## src/design/assert_macros.svh

```systemverilog
// Assertion macros used by the top level of the pixel converter.
`ifndef ASSERT_MACROS_SVH
`define ASSERT_MACROS_SVH

// The property must hold at every clock edge outside reset.
`define ASSERT_ALWAYS(lbl, clk, rst_n, prop) \
  lbl: assert property (@(posedge clk) disable iff (!rst_n) (prop)) \
    else $error("assertion failed");

// The condition must never be seen outside reset.
`define ASSERT_NEVER(lbl, clk, rst_n, cond) \
  lbl: assert property (@(posedge clk) disable iff (!rst_n) !(cond)) \
    else $error("forbidden condition seen");

`endif

```

## src/design/rthp_pkg.sv

```systemverilog
// Types and constants of the RGB to HSV pixel converter.
package rthp_pkg;

  localparam int unsigned QuotBits = 12;
  localparam int unsigned NumBits  = 20;

  localparam logic [14:0] HueFull  = 15'd23040;
  localparam logic [14:0] HueGreen = 15'd7680;
  localparam logic [14:0] HueBlue  = 15'd15360;

  typedef enum logic [1:0] {
    SEC_RED   = 2'd0,
    SEC_GREEN = 2'd1,
    SEC_BLUE  = 2'd2
  } sector_e;

  typedef struct packed {
    logic [NumBits-1:0]  hrem;
    logic [7:0]          hden;
    logic [QuotBits-1:0] hq;
    logic [NumBits-1:0]  srem;
    logic [7:0]          sden;
    logic [QuotBits-1:0] sq;
    logic                neg;
    sector_e             sector;
    logic [7:0]          vmax;
  } cell_t;

endpackage

```

## src/design/rthp_front.sv

```systemverilog
// Input stage: channel maximum and minimum, sector choice and division operands.
module rthp_front (
  input  logic            clk_i,
  input  logic            rst_ni,
  input  logic            valid_i,
  output logic            stall_o,
  input  logic [7:0]      red_i,
  input  logic [7:0]      green_i,
  input  logic [7:0]      blue_i,
  output logic            valid_o,
  input  logic            stall_i,
  output rthp_pkg::cell_t data_o
);
  import rthp_pkg::*;

  logic        valid_q;
  cell_t       data_q;
  cell_t       data_d;
  logic [7:0]  vmax;
  logic [7:0]  vmin;
  logic [7:0]  delta;
  logic [8:0]  diff;
  logic [7:0]  adiff;

  always_comb begin
    vmax = red_i;
    if (green_i > vmax) vmax = green_i;
    if (blue_i > vmax) vmax = blue_i;
    vmin = red_i;
    if (green_i < vmin) vmin = green_i;
    if (blue_i < vmin) vmin = blue_i;
    delta = vmax - vmin;

    data_d = '0;
    if (vmax == red_i) begin
      data_d.sector = SEC_RED;
      diff = {1'b0, green_i} - {1'b0, blue_i};
    end else if (vmax == green_i) begin
      data_d.sector = SEC_GREEN;
      diff = {1'b0, blue_i} - {1'b0, red_i};
    end else begin
      data_d.sector = SEC_BLUE;
      diff = {1'b0, red_i} - {1'b0, green_i};
    end
    data_d.neg = diff[8];
    adiff = diff[8] ? 8'(-diff) : diff[7:0];

    // 3840 = 4096 - 256 and 255 = 256 - 1, so both products are shifts.
    data_d.hrem = (NumBits'(adiff) << 12) - (NumBits'(adiff) << 8);
    data_d.hden = (delta == 8'd0) ? 8'd1 : delta;
    data_d.srem = (NumBits'(delta) << 8) - NumBits'(delta);
    data_d.sden = (vmax == 8'd0) ? 8'd1 : vmax;
    data_d.vmax = vmax;
  end

  assign stall_o = valid_q && stall_i;

  always_ff @(posedge clk_i or negedge rst_ni) begin
    if (!rst_ni) begin
      valid_q <= 1'b0;
    end else if (!stall_o) begin
      valid_q <= valid_i;
    end
  end

  always_ff @(posedge clk_i) begin
    if (!stall_o) begin
      data_q <= data_d;
    end
  end

  assign valid_o = valid_q;
  assign data_o  = data_q;

endmodule

```

## src/design/rthp_div_cell.sv

```systemverilog
// One restoring-division cell: settles one quotient bit of hue and saturation.
module rthp_div_cell #(
  parameter int unsigned BIT = 0
) (
  input  logic            clk_i,
  input  logic            rst_ni,
  input  logic            valid_i,
  output logic            stall_o,
  input  rthp_pkg::cell_t data_i,
  output logic            valid_o,
  input  logic            stall_i,
  output rthp_pkg::cell_t data_o
);
  import rthp_pkg::*;

  logic               valid_q;
  cell_t              data_q;
  cell_t              data_d;
  logic [NumBits-1:0] hsub;
  logic [NumBits-1:0] ssub;

  always_comb begin
    hsub   = NumBits'(data_i.hden) << BIT;
    ssub   = NumBits'(data_i.sden) << BIT;
    data_d = data_i;
    if (data_i.hrem >= hsub) begin
      data_d.hrem    = data_i.hrem - hsub;
      data_d.hq[BIT] = 1'b1;
    end
    if (data_i.srem >= ssub) begin
      data_d.srem    = data_i.srem - ssub;
      data_d.sq[BIT] = 1'b1;
    end
  end

  assign stall_o = valid_q && stall_i;

  always_ff @(posedge clk_i or negedge rst_ni) begin
    if (!rst_ni) begin
      valid_q <= 1'b0;
    end else if (!stall_o) begin
      valid_q <= valid_i;
    end
  end

  always_ff @(posedge clk_i) begin
    if (!stall_o) begin
      data_q <= data_d;
    end
  end

  assign valid_o = valid_q;
  assign data_o  = data_q;

endmodule

```

## src/design/rgb_to_hsv_pixel_core.sv

```systemverilog
// Top level of the RGB to HSV pixel converter.
//
// The input channel carries one 8-bit RGB pixel per transfer on red_i, green_i
// and blue_i, qualified by in_valid_i; the block pushes back with in_stall_o.
// The output channel carries hue_o (1/64 degree, 0 to 23039), saturation_o and
// brightness_o, qualified by out_valid_o and held back by out_stall_i.
// A pixel passes an input stage, a row of twelve division cells and an output
// register. Each cell settles one quotient bit of both divisions, hue and
// saturation, and hands its partial remainders to the next cell, so while the
// receiver does not stall one pixel enters and one result leaves in every
// cycle: the sustained rate is one pixel per clock.
// Every stage holds its own valid flag; a stage only stalls when it is full
// and the stage after it stalls, so bubbles in the row are squeezed out and a
// new pixel is taken while a finished result still waits at the output.
// When the receiver stalls, the output register holds its result unchanged
// and the row fills up; in_stall_o rises only once every stage is occupied.
// Reset clears all valid flags, so the row starts empty; the pixel data
// registers are not reset.
module rgb_to_hsv_pixel_core (
  input  logic        clk_i,
  input  logic        rst_ni,
  input  logic        in_valid_i,
  output logic        in_stall_o,
  input  logic [7:0]  red_i,
  input  logic [7:0]  green_i,
  input  logic [7:0]  blue_i,
  output logic        out_valid_o,
  input  logic        out_stall_i,
  output logic [14:0] hue_o,
  output logic [7:0]  saturation_o,
  output logic [7:0]  brightness_o
);
  import rthp_pkg::*;
  `include "assert_macros.svh"

  // Stage 0 is the input stage; stage k+1 is the cell for quotient bit
  // QuotBits-1-k, so the most significant bit is settled first.
  logic  stage_valid [QuotBits+1];
  logic  stage_stall [QuotBits+1];
  cell_t stage_data  [QuotBits+1];

  logic        out_valid_q;
  logic [14:0] hue_q;
  logic [14:0] hue_d;
  logic [7:0]  sat_q;
  logic [7:0]  bright_q;
  logic [12:0] hmag;
  logic        out_hold;

  rthp_front u_front (
    .clk_i   (clk_i),
    .rst_ni  (rst_ni),
    .valid_i (in_valid_i),
    .stall_o (in_stall_o),
    .red_i   (red_i),
    .green_i (green_i),
    .blue_i  (blue_i),
    .valid_o (stage_valid[0]),
    .stall_i (stage_stall[0]),
    .data_o  (stage_data[0])
  );

  for (genvar k = 0; k < QuotBits; k++) begin : g_cell
    rthp_div_cell #(
      .BIT (QuotBits - 1 - k)
    ) u_cell (
      .clk_i   (clk_i),
      .rst_ni  (rst_ni),
      .valid_i (stage_valid[k]),
      .stall_o (stage_stall[k]),
      .data_i  (stage_data[k]),
      .valid_o (stage_valid[k+1]),
      .stall_i (stage_stall[k+1]),
      .data_o  (stage_data[k+1])
    );
  end

  // The last cell hands over to the output register.
  assign out_hold                = out_valid_q && out_stall_i;
  assign stage_stall[QuotBits]   = out_hold;

  // The quotient is the magnitude rounded down; a negative difference must
  // round towards minus infinity, hence one more when a remainder is left.
  always_comb begin
    hmag = 13'(stage_data[QuotBits].hq)
         + 13'(stage_data[QuotBits].hrem != '0);
    case (stage_data[QuotBits].sector)
      SEC_RED: begin
        hue_d = stage_data[QuotBits].neg ? (HueFull - 15'(hmag)) : 15'(hmag);
      end
      SEC_GREEN: begin
        hue_d = stage_data[QuotBits].neg ? (HueGreen - 15'(hmag))
                                         : (HueGreen + 15'(stage_data[QuotBits].hq));
      end
      SEC_BLUE: begin
        hue_d = stage_data[QuotBits].neg ? (HueBlue - 15'(hmag))
                                         : (HueBlue + 15'(stage_data[QuotBits].hq));
      end
      default: begin
        hue_d = '0;
      end
    endcase
    // A positive difference uses the plain rounded-down quotient.
    if (!stage_data[QuotBits].neg && stage_data[QuotBits].sector == SEC_RED) begin
      hue_d = 15'(stage_data[QuotBits].hq);
    end
  end

  always_ff @(posedge clk_i or negedge rst_ni) begin
    if (!rst_ni) begin
      out_valid_q <= 1'b0;
    end else if (!out_hold) begin
      out_valid_q <= stage_valid[QuotBits];
    end
  end

  always_ff @(posedge clk_i) begin
    if (!out_hold) begin
      hue_q    <= hue_d;
      sat_q    <= stage_data[QuotBits].sq[7:0];
      bright_q <= stage_data[QuotBits].vmax;
    end
  end

  assign out_valid_o  = out_valid_q;
  assign hue_o        = hue_q;
  assign saturation_o = sat_q;
  assign brightness_o = bright_q;

  `ASSERT_ALWAYS(a_hue_range, clk_i, rst_ni, out_valid_o |-> (hue_o < HueFull))
  `ASSERT_ALWAYS(a_black_unsat, clk_i, rst_ni,
                 (out_valid_o && brightness_o == 8'd0) |-> (saturation_o == 8'd0))
  `ASSERT_ALWAYS(a_grey_hue, clk_i, rst_ni,
                 (out_valid_o && saturation_o == 8'd0) |-> (hue_o == 15'd0))
  `ASSERT_NEVER(a_stall_needs_full, clk_i, rst_ni, in_stall_o && !out_valid_o)

endmodule

```

## config.mk

```make
export PLATFORM = sky130hd
export DESIGN_NAME = rgb_to_hsv_pixel_core
export DESIGN_NICKNAME = d
export VERILOG_FILES = /design/src/design/rthp_pkg.sv /design/src/design/rthp_front.sv /design/src/design/rthp_div_cell.sv /design/src/design/rgb_to_hsv_pixel_core.sv
export VERILOG_INCLUDE_DIRS = /design/src /design/src/design
export SDC_FILE = /design/constraint.sdc
export NUM_CORES = 2
export LEC_CHECK = 0
export BUFFER_PORTS_ARGS = -buffer_cell sky130_fd_sc_hd__buf_4
export CORE_MARGIN = 2
export CORE_UTILIZATION = 40
export DETAILED_ROUTE_END_ITERATION = 8
export SLEW_MARGIN = 20
export SYNTH_ARGS = -nofsm -noshare
export SYNTH_HDL_FRONTEND = slang
export SYNTH_SLANG_ARGS = --single-unit
```

## constraint.sdc

```tcl
create_clock -name clk_i -period 11.2 [get_ports clk_i]
set_input_delay 1.12 -clock clk_i [delete_from_list [all_inputs] [get_ports clk_i]]
set_output_delay 1.12 -clock clk_i [all_outputs]
set_load 0.005 [all_outputs]
```

After elaboration in Yosys (flattened, before gate mapping)
Index checks and enable logic that the tools add are counted.
- register bits: 994
- logic and storage cells: 268
- input port bits: 28
- reductions and logical operators: 20
- equal/unequal tests: 4
- mux-type cells: 36
- order comparisons: 28
- add/sub/neg operators: 36
- operators with widths (cell ; number):
    $mux W20 ; 23
    $sub A20 B16 Y20 ; 3
    $mux W15 ; 3
    $pmux W15 S3 ; 1
    $ge A20 B10 Y1 ; 2
    $ge A20 B11 Y1 ; 2
    $ge A20 B12 Y1 ; 2
    $ge A20 B13 Y1 ; 2
    $ge A20 B14 Y1 ; 2
    $ge A20 B15 Y1 ; 2
    $ge A20 B16 Y1 ; 2
    $ge A20 B17 Y1 ; 2
    $ge A20 B18 Y1 ; 2
    $ge A20 B19 Y1 ; 2
    $ge A20 B8 Y1 ; 2
    $ge A20 B9 Y1 ; 2
    $mux W8 ; 5
    $sub A20 B10 Y20 ; 2
    $sub A20 B11 Y20 ; 2
    $sub A20 B12 Y20 ; 2
    $sub A20 B13 Y20 ; 2
    $sub A20 B14 Y20 ; 2
    $sub A20 B15 Y20 ; 2
    $sub A20 B17 Y20 ; 2
    other kinds (27) ; 51

Depth between registers and ports, before layout
- depth in word-level cells: 14
- mapped depth: 33
- depth with buffers taken out: 30

Modules after synthesis
Synthesis repeated with hierarchy kept, for this count alone.
- cells, all modules: 4211
- area total of the unflattened synthesis: 56984.7 um^2
- by module, submodules not included (module ; instances ; cells an instance ; area an instance (um^2) ; sequential area each (um^2)):
    rthp_front ; 1 ; 611 ; 5582.9 ; 1706.6
    rthp_div_cell at g_cell[11].u_cell ; 1 ; 317 ; 4307.9 ; 2757.6
    rthp_div_cell at g_cell[10].u_cell ; 1 ; 301 ; 4186.5 ; 2757.6
    rthp_div_cell at g_cell[8].u_cell ; 1 ; 307 ; 4182.8 ; 2757.6
    rthp_div_cell at g_cell[9].u_cell ; 1 ; 306 ; 4175.3 ; 2757.6
    rthp_div_cell at g_cell[7].u_cell ; 1 ; 292 ; 4136.5 ; 2757.6
    rthp_div_cell at g_cell[5].u_cell ; 1 ; 274 ; 4125.2 ; 2757.6
    rthp_div_cell at g_cell[6].u_cell ; 1 ; 279 ; 4070.2 ; 2757.6
    rthp_div_cell at g_cell[4].u_cell ; 1 ; 282 ; 4025.1 ; 2757.6
    rthp_div_cell at g_cell[2].u_cell ; 1 ; 255 ; 4010.1 ; 2757.6
    rthp_div_cell at g_cell[0].u_cell ; 1 ; 244 ; 3891.2 ; 2757.6
    rthp_div_cell at g_cell[1].u_cell ; 1 ; 240 ; 3886.2 ; 2757.6
    rthp_div_cell at g_cell[3].u_cell ; 1 ; 262 ; 3885.0 ; 2757.6
    rgb_to_hsv_pixel_core ; 1 ; 241 ; 2519.9 ; 955.9

Worst setup path before layout
No wires, ideal clock.
- path type: in2out
- from: in out_stall_i
- to: out in_stall_o
- arrival: 6.319 ns
- stages: 10
- setup slack: 3.761 ns
- cell sequence: and3_1 inv_1 nor2_1 and2_1 and3_1 and3_1 nand3_1 inv_1 nand3_1 inv_1
- cells in the longest elaborated chain, start to end: 14
- ends and longest elaborated chain (item ; line ; RTL):
    start, declared ; rgb_to_hsv_pixel_core.sv:28 ; input logic out_stall_i,
    $logic_and A1 B1 Y1 ; rgb_to_hsv_pixel_core.sv:79 ; assign out_hold = out_valid_q && out_stall_i;
    $logic_and A1 B1 Y1 (12 in series) ; rthp_div_cell.sv:36 ; assign stall_o = valid_q && stall_i;
    $logic_and A1 B1 Y1 ; rthp_front.sv:56 ; assign stall_o = valid_q && stall_i;
    end, declared ; rgb_to_hsv_pixel_core.sv:23 ; output logic in_stall_o,
No other way between the ends.

==> flow_summary.ini <==
[cells_and_area]
layout.nets = 4066
final_common_cell = edfxtp_1
syn_to_final_growth_pct = 11.90
n_antenna_cell = 0
num-fill-cells = 10080
final_cell_mix = 909 x edfxtp_1, 354 x inv_1, 259 x nor2_1
drive_gt1_share_pct = 7.881
final_cells = 5332

[global_route]
grt_pass1_vias = 25870
antenna_found_initial = 1
grt_pass1_wl_um = 125200
grt_max_degree = 86
overflow = 0
grtUsageTotal_pct = 12.99

[logic_synthesis]
synth_seq_area_share_pct = 60.93
synthFlopType = edfxtp_1
async_flop_share_pct = 1.517
syn_nets = 3943
yosys_register_bits = 923
postSynthAreaPerCell_um2 = 12.48
syn_area_um2 = 45370
ys_types = 97
ys_warn_count = 0
syn_inst = 3635
synth_edf_count = 909

[sta]
tightestPinTransition_ns = 0.9308
tns_ns = 0
fmax_mhz = 122.1
rsz0062_at_grt = false
relSlewSlack_pct = 37.95
setup_viol = 0
hold_viol_final = 0
period_minus_slack_ns = 8.188
fin_crit_sh_pct = 73.11
fin_worst_skew_ns = 0.04189
finalMaxSlewViolations = 0

[clock_network]
htree_levels = 3
cts_resized = 0
cts_root_buf = clkbuf_16
clk_latency_ns = 0.68
postCtsHoldBufs = 0
postCtsSetupRepairBufs = 0
clockBufferDepth = 3
cts_tree = done
clkTransAtPathRegs_ns = 0.06
clkSinkCount = 923
numCtsBuffers = 92

[status]
status = complete, no violations

[worst_setup_path]
slowest_stage = a22oi_4
crit_start = green_i[6]
start_kind = input port
cp_slowest_stage_delay_ns = 0.62
end_kind = register
r2r_start = g_cell[11].u_cell.data_o[81]
crit_fanout = 28
path_class = input port to register
critPathRequiredTime_ns = 11.58
crit_arrival_ns = 8.57

[placement]
dp_hpwl_um = 56150
gp_congestion = 0.8842
post-place-cells = 5163
io_buffers = 60

[flow_run]
cap_violations = 0

[pwr]
power_leakage_uw = 0.02010
peakVddDrop_v = 0.0001291
p_per_area_nw_per_um2 = 315.3

[hold_path]
hold_class = input port to asynchronous set/reset pin

[floorplanning]
fp.dieW_um = 340.8
coreArea_um2 = 112500
io_pins = 61
initial_core_util_pct = 40.33
rows = 123
die_h_um = 340.8
die_area_um2 = 116100

[detailed_routing]
vias = 26000
final_antenna_net_count = 0
wl_um = 74530
drc_errors = 0
drt_iter0_markers = 1222
avgViaCountPerCell = 4.876
wl_per_cell_um = 13.98
first_pass_iters = 6
worst max-delay path, delay by kind of cell:
kind / cells / cell delay [ns]
simple gates: 6 / 1.50
fa+ha+maj: 4 / 1.29
buf+inv: 6 / 0.80
xor+xnor: 1 / 0.31
compound gates: 12 / 3.52
layout make-up:
type | instances | area (um2) | share of cell area [%]
clock inverter | 54 | 609.3 | 1.200
sequential | 923 | 27650 | 54.45
inverter | 363 | 1365 | 2.689
tap | 1500 | 1877 | 3.697
clock buffer | 114 | 2405 | 4.737
multi-input combinational | 2295 | 16230 | 31.97
timing repair buffer | 83 | 635.6 | 1.252
sequential cells by signal, indices dropped and copies added, names as in the netlist:
name,flops
saturation_o,8
g_cell.u_cell.valid_o,12
hue_o,15
g_cell.u_cell.data_o,822
u_front.data_o,56
brightness_o,8
u_front.valid_o,1
out_valid_o,1
cells in the mapped netlist (5+ instances only):
| master | n | area share, % |
|---|---|---|
| a2111oi_0 | 13 | 0.25 |
| o31ai_1 | 19 | 0.31 |
| dfrtp_1 | 14 | 0.77 |
| nor4b_1 | 11 | 0.21 |
| inv_1 | 359 | 3.0 |
| nand2b_1 | 98 | 1.4 |
| or2_2 | 19 | 0.26 |
| o21bai_1 | 14 | 0.23 |
| mux2_2 | 17 | 0.42 |
| o21ai_1 | 7 | 0.077 |
| nand3b_1 | 11 | 0.18 |
| o21a_1 | 11 | 0.18 |
| nor2b_1 | 52 | 0.72 |
| mux2i_1 | 25 | 0.55 |
| clkbuf_1 | 47 | 0.39 |
| nor2_1 | 260 | 2.2 |
| nor3b_1 | 7 | 0.12 |
| nand3_1 | 57 | 0.63 |
| o21ai_0 | 187 | 2.1 |
| ha_1 | 253 | 7.0 |
| a221oi_1 | 5 | 0.097 |
| nand4_1 | 27 | 0.37 |
| a21o_1 | 100 | 1.7 |
| nor3_1 | 68 | 0.75 |
| a21boi_0 | 17 | 0.28 |
| or3_1 | 29 | 0.40 |
| nand2_1 | 207 | 1.7 |
| and2_1 | 22 | 0.30 |
| xor2_1 | 140 | 2.7 |
| a21oi_1 | 212 | 2.3 |
| and3_1 | 17 | 0.23 |
| xnor2_1 | 167 | 3.2 |
| or4_1 | 13 | 0.22 |
| a211oi_1 | 17 | 0.28 |
| o211ai_1 | 8 | 0.13 |
| fa_1 | 27 | 1.2 |
| a31oi_1 | 8 | 0.11 |
| nand4b_1 | 7 | 0.14 |
| edfxtp_1 | 909 | 60 |
| nor4_1 | 61 | 0.84 |
| o221ai_1 | 5 | 0.097 |
routing by layer:
layer  part of all wire, %  global-route usage [%]  up-vias
li1                      -                       -    13450
met1                    43                   15.24    12090
met2                    51                   23.96      329
met3                   3.3                   1.989      133
met4                   2.8                   4.644        0
met5                     0                       0        -
path summary, 6_finish.rpt:
check	end	slack [ns]	cells after the start
worst max-delay path	u_front.data_o[90]	3.01	29
worst min-delay path	g_cell[3].u_cell.valid_o	0.31	1
worst max register to register	hue_o[10]	7.06	17
worst min register to register	g_cell[4].u_cell.data_o[61]	0.39	0
max in group asynchronous	g_cell[7].u_cell.valid_o	10.66	1
min in group clk_i	g_cell[4].u_cell.data_o[61]	0.39	0
per-stage QoR:
stage / area, um2 / util [%] / hold slack (ns) / setup WS, ns / power [uW]
final: 50770 / 45.13 / 0.3126 / 3.012 / 16010
after global placement: 47710 / 42.41 / 0.4010 / 2.501 / 12930
after global routing: 50770 / 45.13 / 0.2932 / 2.299 / 17370
after CTS: 50720 / 45.09 / 0.2584 / 3.053 / 16180
after floorplan: 45370 / - / 0.4003 / 3.761 / 11650
after detailed placement: 47710 / 42.41 / 0.4045 / 2.407 / 13090
logic make-up after synthesis:
group	after synthesis	synth area share, %
other	1	0.008265
DFF	923	60.93
adders and majority gates	281	8.190
muxes	43	1.004
buffers and inverters	417	3.489
xor gates and xnor gates	309	5.998
AOI/OAI and AO/OA	680	9.442
and+or+nand+nor	981	10.93
report_power, final:
group,internal [uW],leakage (uW),switching [uW]
logic,2820,0.00932,3290
registers,6050,0.00931,832
clock network,1750,0.00147,1270
total,10600,0.0201,5400
No activity file was read; power rests on OpenSTA's default activity.
